## config.mk

```make
export PLATFORM = sky130hd
export DESIGN_NAME = hvl_isqrt
export DESIGN_NICKNAME = d
export VERILOG_FILES = /design/src/design/hvl_pkg.sv /design/src/design/hvl_isqrt.sv
export SDC_FILE = /design/constraint.sdc
export NUM_CORES = 1
export LEC_CHECK = 0
export BUFFER_PORTS_ARGS = -buffer_cell sky130_fd_sc_hd__buf_4
export CORE_MARGIN = 5
export CORE_UTILIZATION = 47
export CTS_BUF_LIST = sky130_fd_sc_hd__clkbuf_4
export DETAILED_ROUTE_END_ITERATION = 12
export GPL_TIMING_DRIVEN = 0
export PLACE_DENSITY = 0.71
export SYNTH_ARGS = -nofsm -noshare
export SYNTH_HDL_FRONTEND = slang
export SYNTH_SLANG_ARGS = --single-unit
```

## constraint.sdc

```tcl
create_clock -name clk -period 5.6 [get_ports clk]
set_input_delay 1.12 -clock clk [delete_from_list [all_inputs] [get_ports clk]]
set_output_delay 1.12 -clock clk [all_outputs]
set_load 0.05 [all_outputs]
```

## src/design/hvl_pkg.sv

```systemverilog
package hvl_pkg;

	localparam int CORDIC_STEPS_DEF = 32;
	localparam int TOTAL_BITS_DEF   = 48;

	// datapath widths
	localparam int CORD_W = 36;
	localparam int MUL_W  = 34;
	localparam int PROD_W = 2 * MUL_W;
	localparam int SQ_W   = 63;
	localparam int SQ_IN_W = 61;

	localparam logic signed [MUL_W-1:0]  RAD_K        = 34'sd8048910509;
	localparam logic signed [MUL_W-1:0]  MM_PER_M     = 34'sd1000;
	localparam logic signed [CORD_W-1:0] CORDIC_GAIN  = 36'sd652032874;
	localparam logic [30:0]              HALF_PI_Q30  = 31'd1686629713;
	localparam logic [30:0]              ONE_Q30      = 31'd1073741824;
	localparam logic signed [33:0]       HALF_TURN    = 34'sd1800000000;
	localparam logic signed [33:0]       FULL_TURN    = 34'sd3600000000;
	localparam logic [30:0]              QUARTER_TURN = 31'd900000000;
	localparam logic [30:0]              HALF_TURN_U  = 31'd1800000000;
	localparam logic [22:0]              RADIUS_RESET = 23'd6371000;

	typedef struct packed {
		logic signed [30:0] latitude;
		logic signed [31:0] longitude;
		logic               track_start;
	} hvl_in_t;

	typedef struct packed {
		logic [34:0] segment_mm;
		logic [47:0] total_mm;
		logic        total_saturated;
	} hvl_out_t;

	typedef struct packed {
		logic start;
		logic vec;
	} hvl_cordic_cmd_t;

	typedef enum logic [4:0] {
		ST_IDLE,
		ST_ANG,
		ST_ROT_GO,
		ST_ROT_WAIT,
		ST_M_SL,
		ST_M_CC,
		ST_M_SN,
		ST_M_X,
		ST_M_A,
		ST_SQP_WAIT,
		ST_SQQ_GO,
		ST_SQQ_WAIT,
		ST_VEC_WAIT,
		ST_M_R,
		ST_M_Z,
		ST_M_SEG,
		ST_DONE
	} hvl_state_t;

	// arctan(2^-i) in q2.30
	function automatic logic [31:0] hvl_atan(input logic [5:0] i);
		logic [31:0] r;
		r = '0;
		if (i < 6'd11) begin
			unique case (i)
				6'd0:    r = 32'd843314857;
				6'd1:    r = 32'd497837829;
				6'd2:    r = 32'd263043837;
				6'd3:    r = 32'd133525159;
				6'd4:    r = 32'd67021687;
				6'd5:    r = 32'd33543516;
				6'd6:    r = 32'd16775851;
				6'd7:    r = 32'd8388437;
				6'd8:    r = 32'd4194283;
				6'd9:    r = 32'd2097149;
				default: r = 32'd1048576;
			endcase
		end else if (i <= 6'd30) begin
			r = 32'd1 << 5'(6'd30 - i);
		end
		return r;
	endfunction

	// wrap a difference into half a turn either side and take its magnitude
	function automatic logic [30:0] hvl_wrap_mag(input logic signed [33:0] d);
		logic signed [33:0] r;
		r = d;
		if (d >= HALF_TURN) begin
			r = d - FULL_TURN;
		end else if (d < -HALF_TURN) begin
			r = d + FULL_TURN;
		end
		return r[33] ? 31'(-r) : 31'(r);
	endfunction

	// latitude magnitude folded into the first quadrant, msb flags negated cosine
	function automatic logic [31:0] hvl_cos_mag(input logic signed [30:0] l);
		logic [30:0] a;
		logic        neg;
		a   = l[30] ? 31'(-l) : 31'(l);
		neg = 1'b0;
		if (a > QUARTER_TURN) begin
			a   = HALF_TURN_U - a;
			neg = 1'b1;
		end
		return {neg, a};
	endfunction

endpackage

```

## src/design/hvl_isqrt.sv

```systemverilog
module hvl_isqrt import hvl_pkg::*; (
	input  logic               clk,
	input  logic               arst_n,
	input  logic               start,
	input  logic [SQ_IN_W-1:0] n_in,
	output logic               done,
	output logic [30:0]        root
);

	logic [SQ_W-1:0] n_q, res_q, bit_q;
	logic [SQ_W-1:0] trial;
	logic            busy_q;
	logic            done_q;
	logic            ge;

	assign trial = res_q + bit_q;
	assign ge    = n_q >= trial;

	always_ff @(posedge clk or negedge arst_n) begin
		if (!arst_n) begin
			busy_q <= 1'b0;
			done_q <= 1'b0;
		end else begin
			done_q <= 1'b0;
			if (start) begin
				busy_q <= 1'b1;
			end else if (busy_q && bit_q[0]) begin
				busy_q <= 1'b0;
				done_q <= 1'b1;
			end
		end
	end

	// one result bit per cycle, bit walks down two places at a time
	always_ff @(posedge clk) begin
		if (start) begin
			n_q   <= SQ_W'(n_in);
			res_q <= '0;
			bit_q <= SQ_W'(1) << (SQ_W - 1);
		end else if (busy_q) begin
			if (ge) begin
				n_q   <= n_q - trial;
				res_q <= (res_q >> 1) + bit_q;
			end else begin
				res_q <= res_q >> 1;
			end
			bit_q <= bit_q >> 2;
		end
	end

	assign done = done_q;
	assign root = res_q[30:0];

endmodule

```

==> impl_results.md, run 1 <==
- Max-Slew Margin vs Limit: 13.2%
- Seq. cell area: 0.00387 mm²
- FF+latch count, synth: 160
- IO buf count: 94
- Worst Hold Class: input pin to async pin
- Drc violations: 0
- Max VDD drop: 0.256 mV
- Max-Cap Viols: 0
- Via density: 6.29
- Period utilization: 106%
- Area contributors post-synth: dfxtp_1 (13%), edfxtp_1 (12%), ha_1 (11%)
- Largest net degree at the start of global routing: 17
- 1st-iter DRT viols: 1394
- Seq/Total Area, Yosys: 25.5%
- Syn Area/Cell: 7.88 µm²
- Die height: 189 µm
- Yosys top cell area share: 13.0%
- Critical Path RT: 6.14 ns
- GRT Residual Overflow: 0
- Tightest Pin Transition: 1.30 ns
- Clk pin slew, worst setup/hold paths: 0.15 ns
- Max clock buf depth: 2
- Total power: 0.00940 W
- Antenna violations before repair: 1
- Antenna Nets Post-Route: 0
- Synth-to-layout area growth: 22.9%
- Post-synth top area cell: dfxtp_1
- Root Buffer: clkbuf_4
- Layout cells sized above 1: 20.6%
- Initial Util: 47.5%
- Routed vias: 15700
- Crit Path Class: register to register
- Final worst setup slack: -0.330 ns
- TritonCTS Sinks: 160
- Commonest non-fill, non-tap cell in the layout: nand2_1
- Pwr per Cell Area: 510 mW/mm²
- CTS Buf Count: 17
- Placed cell count: 2399
- Failing checks: negative setup slack
- Synthesized Nets: 2095
- Top_reg_cell synth: dfxtp_1
- Nets: 2280
- Hold Buf Count CTS: 0
- First-pass GRT wire length: 82800 µm
- CTS tree: built
- Post-synthesis cell count: 1903
- Hold Fails Final Rpt: 0
- DRT Wirelength: 55400 µm
- I/O Pins: 96
- Total Neg Setup Slack: -21.22 ns
- Skew final: 0.0204 ns
- DR pass1 iterations: 6
- Detailed placement HPWL: 39200 µm
- Tot GR Track Use: 29.4%
- Fin cells: 2504
- Synth cell types: 87
- # rows: 65
- CORE AREA: 0.0316 mm²
- Vias in the first global route: 15100
- Yosys Warn Count: 0
- Clock Latency Late Sink: 0.63 ns
- Slew Viols, Final: 0
- Die X: 189 µm
- RSZ-0062 raised after global routing: yes
- Asr flop ratio synth: 1.25%
- Worst Path Max Fanout: 8
- Post-synth EDFFs: 61
- Setup Viol. Count Final: 126
- Dpl ws: -2.85 ns
- Crit end category: register
- Utilization after layout: 58.4%
- Routed wire per std cell: 22.1 µm
- Filler Cell Count: 2940
- Synthesized cell area: 0.0150 mm²
- Lkg Pwr: 7.36 nW
- Status: finished with violations
- # H-tree levels: 4
- Die ar.: 0.0356 mm²
- Critical Path AT: 6.47 ns
- Multi-input gate area: 0.0113 mm²
- Max Clock Freq: 169 MHz
- Commonest cells after routing, fill and taps aside: nand2_1 (185), buf_4 (177), nor2_1 (165)
- Min Tclk post-route: 5.93 ns
- Gpl congestion: 0.969
- Startpoint type of the worst setup path: register
## kinds of logic (layout without fill, tap and decap cells)
logic type               count (synthesis)  in the layout  share of synthesized area, %
XOR/XNOR                               148            148                          8.64
AND/OR/NAND/NOR                        587            593                          18.2
AO/OA/AOI/OAI                          633            633                          27.6
multiplexers                            52             52                          3.52
adder cells (fa/ha/maj)                128            128                          10.7
flip-flops                             160            160                          25.5
buffers and inverters                  195            386                          5.77
other                                    0              2                             0
## critical path: stages, from the launching register on
cell	delay (ns)
dfxtp_2	0.38
ha_4	0.31
a21oi_2	0.09
o21bai_4	0.23
a31oi_4	0.16
o211a_1	0.29
o31ai_4	0.36
a41o_4	0.32
a31oi_4	0.10
o21bai_1	0.21
a31oi_1	0.13
xor2_1	0.20
ha_1	0.34
nand2_2	0.07
nor2_2	0.10
nand4_1	0.31
nor4_4	0.42
nand4_1	0.44
o21ai_2	0.31
a21o_4	0.20
nor2_4	0.09
buf_8	0.15
or3_1	0.35
a311oi_2	0.28
## final timing paths
| check | startpoint | endpoint | slack (ns) | cells past startpoint |
|---|---|---|---|---|
| setup / recovery | bit_q[4]$_SDFFE_PP0P_ | res_q[15]$_SDFFE_PP0P_ | -0.33 | 23 |
| hold / removal | arst_n | done$_DFF_PN0_ | 0.23 | 1 |
| setup reg to reg | bit_q[4]$_SDFFE_PP0P_ | res_q[15]$_SDFFE_PP0P_ | -0.33 | 23 |
| hold reg to reg | n_q[61]$_SDFFE_PP0P_ | n_q[61]$_SDFFE_PP0P_ | 0.48 | 2 |
| max in group asynchronous | arst_n | busy_q$_DFFE_PN0P_ | 5.28 | 1 |
| min in group clk | n_q[61]$_SDFFE_PP0P_ | n_q[61]$_SDFFE_PP0P_ | 0.48 | 2 |
## report_power, final
| part | internal (W) | switching, W |
|---|---|---|
| combinational | 0.00276 | 0.00389 |
| sequential | 0.00166 | 0.000215 |
| clock | 0.000405 | 0.000477 |
## per-stage QoR
stage                     area [µm²]  hold WS, ns
after global placement         16200        0.469
after detailed placement       16200        0.488
after CTS                      17700        0.218
after global routing           18400        0.201
after floorplan                15000        0.451
final                          18400        0.233
## registers in the layout, summed over array words and instances, names as in the netlist
| register | flops |
|---|---|
| busy_q | 1 |
| bit_q | 32 |
| res_q | 63 |
| done | 1 |
| n_q | 63 |
## Yosys cell counts, types with 7 or more instances
cell,number
o211ai_1,9
a221oi_1,16
edfxtp_1,61
o21ai_0,169
a211oi_1,32
o22ai_1,8
nand3_1,26
o31ai_1,10
nand2_1,202
dfxtp_1,97
a31oi_1,60
a41oi_1,7
nor2b_1,20
or3_1,12
nor4_1,13
and2_1,10
nand2b_1,12
ha_1,127
a21o_1,36
buf_4,32
nand4_1,51
inv_1,53
a311oi_1,19
xnor2_1,82
o21a_1,13
o21bai_1,33
mux2i_1,46
clkbuf_1,101
a31o_2,19
nor2_1,168
xor2_1,66
nor3_1,30
and3_1,9
a21oi_1,129
or2_2,8
## layer usage
metal / vias to the layer above / global-route usage (%) / routed length [µm]
li1: 7433 / - / -
met1: 7447 / 36.7 / 22800
met2: 715 / 47.9 / 25100
met3: 144 / 6.76 / 4650
met4: 0 / 14.4 / 2820
met5: - / 0 / 0
## final cells by class
type / count / share of cell area (%)
Clock buffer: 18 / 0.733
Antenna cell: 2 / 0.0271
Inverter: 54 / 1.10
Multi-Input combinational cell: 1554 / 61.1
Sequential cell: 160 / 21.0
Clock inverter: 13 / 1.14
Timing Repair Buffer: 167 / 8.04
Buffer: 134 / 4.13
Tap cell: 402 / 2.73
## timing repair
action	in CTS	in global routing
gates resized for setup	156	115
cloned	7	4
endpoints found under the setup margin	147	134
pin swaps	59	60
setup buffers	48	20
(Power assumes the default switching activity.)
==> inputs of run 2 (changes only) <==
--- a/config.mk
+++ b/config.mk
@@ -10,7 +10,6 @@
 export CORE_UTILIZATION = 47
 export CTS_BUF_LIST = sky130_fd_sc_hd__clkbuf_4
 export DETAILED_ROUTE_END_ITERATION = 12
-export GPL_TIMING_DRIVEN = 0
 export PLACE_DENSITY = 0.71
 export SYNTH_ARGS = -nofsm -noshare
 export SYNTH_HDL_FRONTEND = slang
==> run 2 against run 1 <==
Maximum frequency rose by 7.8%. Die area did not move. Critical path depth rose by 1. Design area is 8.3% lower. Via count fell by 6.2%. Clock power fell by 12%. Worst setup slack better by 0.43 ns. The flow finishes with violations (design-rule violations). Largest power group unchanged. Critical path type unchanged. Non-clock buffer count decreased by 105. Total power decreased by 16%.
==> impl_results.md, run 2 (same netlist as run 1, synthesis figures left out) <==
- Period utilization: 98.2% (-7.7 points)
- Initial Util: 47.5% (unchanged)
- Max Clock Freq: 182 MHz (+7.8%)
- Post-route cell area: 0.0169 mm² (-8.3%)
- Total power: 0.00792 W (-16%)
- # rows: 65 (unchanged)
- Die X: 189 µm (unchanged)
- Filler Cell Count: 3016 (+2.6%)
- Max clock buf depth: 2 (unchanged)
- IO buf count: 95 (+1.1%)
- Drc violations: 1 (+1)
- Skew final: 0.0262 ns (+0.00573 ns)
- Largest net degree at the start of global routing: 132 (+115)
- Nets: 2169 (-4.9%)
- Utilization after layout: 53.6% (-4.9 points)
- TritonCTS Sinks: 160 (unchanged)
- Gpl congestion: 0.984 (+1.6%)
- Pwr per Cell Area: 469 mW/mm² (-8.1%)
- Vias in the first global route: 13800 (-8.5%)
- Max-Cap Viols: 0 (unchanged)
- Routed wire per std cell: 18.7 µm (-15%)
- Commonest cells after routing, fill and taps aside: nand2_1 (201), buf_4 (188), nor2_1 (166)
- Synth-to-layout area growth: 12.7%
- Status: finished with violations
- Tightest Pin Transition: 0.873 ns (-0.430 ns)
- Hold Fails Final Rpt: 0 (unchanged)
- Max-Slew Margin vs Limit: 41.8% (+29 points)
- Seq. cell area: 0.00383 mm² (-0.81%)
- Crit Path Class: register to register
- 1st-iter DRT viols: 1389 (-0.36%)
- Hold_ws: 0.255 ns (+0.0222 ns)
- Layout cells sized above 1: 15.8% (-4.8 points)
- Worst Hold Class: input pin to async pin
- Via density: 6.17 (-1.8%)
- Detailed placement HPWL: 33700 µm (-14%)
- Slew Viols, Final: 0 (unchanged)
- Min Tclk post-route: 5.50 ns (-0.430 ns)
- Startpoint type of the worst setup path: register
- Registers with the most flip-flops: n_q x63, res_q x63, bit_q x32
- Lkg Pwr: 6.88 nW (-6.5%)
- Setup Viol. Count Final: 0 (-100%)
- Routed vias: 14800 (-6.2%)
- Hold Buf Count CTS: 0 (unchanged)
- Root Buffer: clkbuf_4
- CTS Buf Count: 17 (unchanged)
- Critical Path AT: 6.03 ns (-0.44 ns)
- Critical Path RT: 6.13 ns (about the same)
- First-pass GRT wire length: 70400 µm (-15%)
- Post-DP Area: 0.0163 mm² (+0.57%)
- Tot GR Track Use: 23.9% (-5.5 points)
- CTS tree: built
- Die height: 189 µm (unchanged)
- I/O Pins: 96 (unchanged)
- Max VDD drop: 0.264 mV (+2.9%)
- Worst Path Max Fanout: 11 (+3)
- GRT Residual Overflow: 0 (unchanged)
- Failing checks: design-rule violations
- DRT Wirelength: 44800 µm (-19%)
- Crit end category: register
- Commonest non-fill, non-tap cell in the layout: nand2_1
- CORE AREA: 0.0316 mm² (unchanged)
- Die ar.: 0.0356 mm² (unchanged)
- Clock Latency Late Sink: 0.63 ns (about the same)
- Clk pin slew, worst setup/hold paths: 0.15 ns (about the same)
- Multi-input gate area: 0.0105 mm² (-6.8%)
- DR pass1 iterations: 10 (+4)
- Antenna Nets Post-Route: 0 (unchanged)
- RSZ-0062 raised after global routing: yes
- Antenna violations before repair: 1 (unchanged)
- # H-tree levels: 4 (unchanged)
run 2: changes by cell type in the layout (fill, tap and decap cells not counted), sizes merged:
cell	before	now
clkbuf	115	17
clkinv	6	9
nand2	209	203
clkinvlp	0	1
diode	2	1
buf	204	196
bufinv	5	3
run 2: stage by stage:
| step | setup slack [ns] | cells | setup TNS, ns |
|---|---|---|---|
| final | 0.100 | 2393 | 0 |
| after floorplan | 0.0240 | 1903 | 0 |
| after global routing | -0.151 | 2393 | -4.98 |
| after global placement | 0.183 | 2350 | 0 |
| after CTS | 0.0109 | 2382 | 0 |
| after detailed placement | -0.0596 | 2350 | -0.149 |
run 2: timing repair:
item                       4_1_cts  5_1_grt
resized for setup                5       49
buffers inserted                 0       10
pin swaps                        0       19
setup endpoints to repair       52      132
run 2: area by class of cell:
cell class / instances / share of cell area (%)
multi-input combinational: 1548 / 62.2
sequential: 160 / 22.7
timing repair buffer: 196 / 9.20
tap: 402 / 2.98
inverter: 54 / 1.20
clock inverter: 15 / 0.985
clock buffer: 17 / 0.755
antenna: 1 / 0.0148
run 2: final timing paths:
path / startpoint / to / slack, ns / cells past startpoint
max in group asynchronous: arst_n / busy_q$_DFFE_PN0P_ / 5.25 / 1
min in group clk: n_q[61]$_SDFFE_PP0P_ / n_q[61]$_SDFFE_PP0P_ / 0.49 / 2
worst min register to register: n_q[61]$_SDFFE_PP0P_ / n_q[61]$_SDFFE_PP0P_ / 0.49 / 2
worst min-delay path: arst_n / busy_q$_DFFE_PN0P_ / 0.25 / 1
worst max register to register: bit_q[10]$_SDFFE_PP0P_ / res_q[51]$_SDFFE_PP0P_ / 0.10 / 24
worst max-delay path: bit_q[10]$_SDFFE_PP0P_ / res_q[51]$_SDFFE_PP0P_ / 0.10 / 24
run 2: worst max-delay path: stages (launching register included):
cell and delay, ns:
dfxtp_2 0.37, ha_1 0.33, nand2_1 0.12, nor3_2 0.20
a31oi_2 0.17, o211a_1 0.25, o31ai_1 0.24, buf_4 0.21
a41o_4 0.27, a31oi_2 0.13, o21bai_1 0.23, a31oi_1 0.13
xor2_1 0.17, ha_1 0.35, nand2_1 0.11, nor2_2 0.14
nand4_1 0.22, nor4_2 0.31, nand4_1 0.20, o21ai_2 0.23
a21o_4 0.15, nor2_4 0.06, buf_4 0.18, or3_1 0.37
a311oi_2 0.27
run 2: routing by layer:
metal	share of wire [%]	GRT usage, %
met1	46	33.3
met2	45	38.3
met3	6.4	4.00
met4	2.2	6.81
met5	0	0
run 2: power breakdown:
group	internal [W]	switching [W]	total, W
Clock	0.000307	0.000468	0.000775
Sequential	0.00165	0.000190	0.00184
Combinational	0.00215	0.00315	0.00530
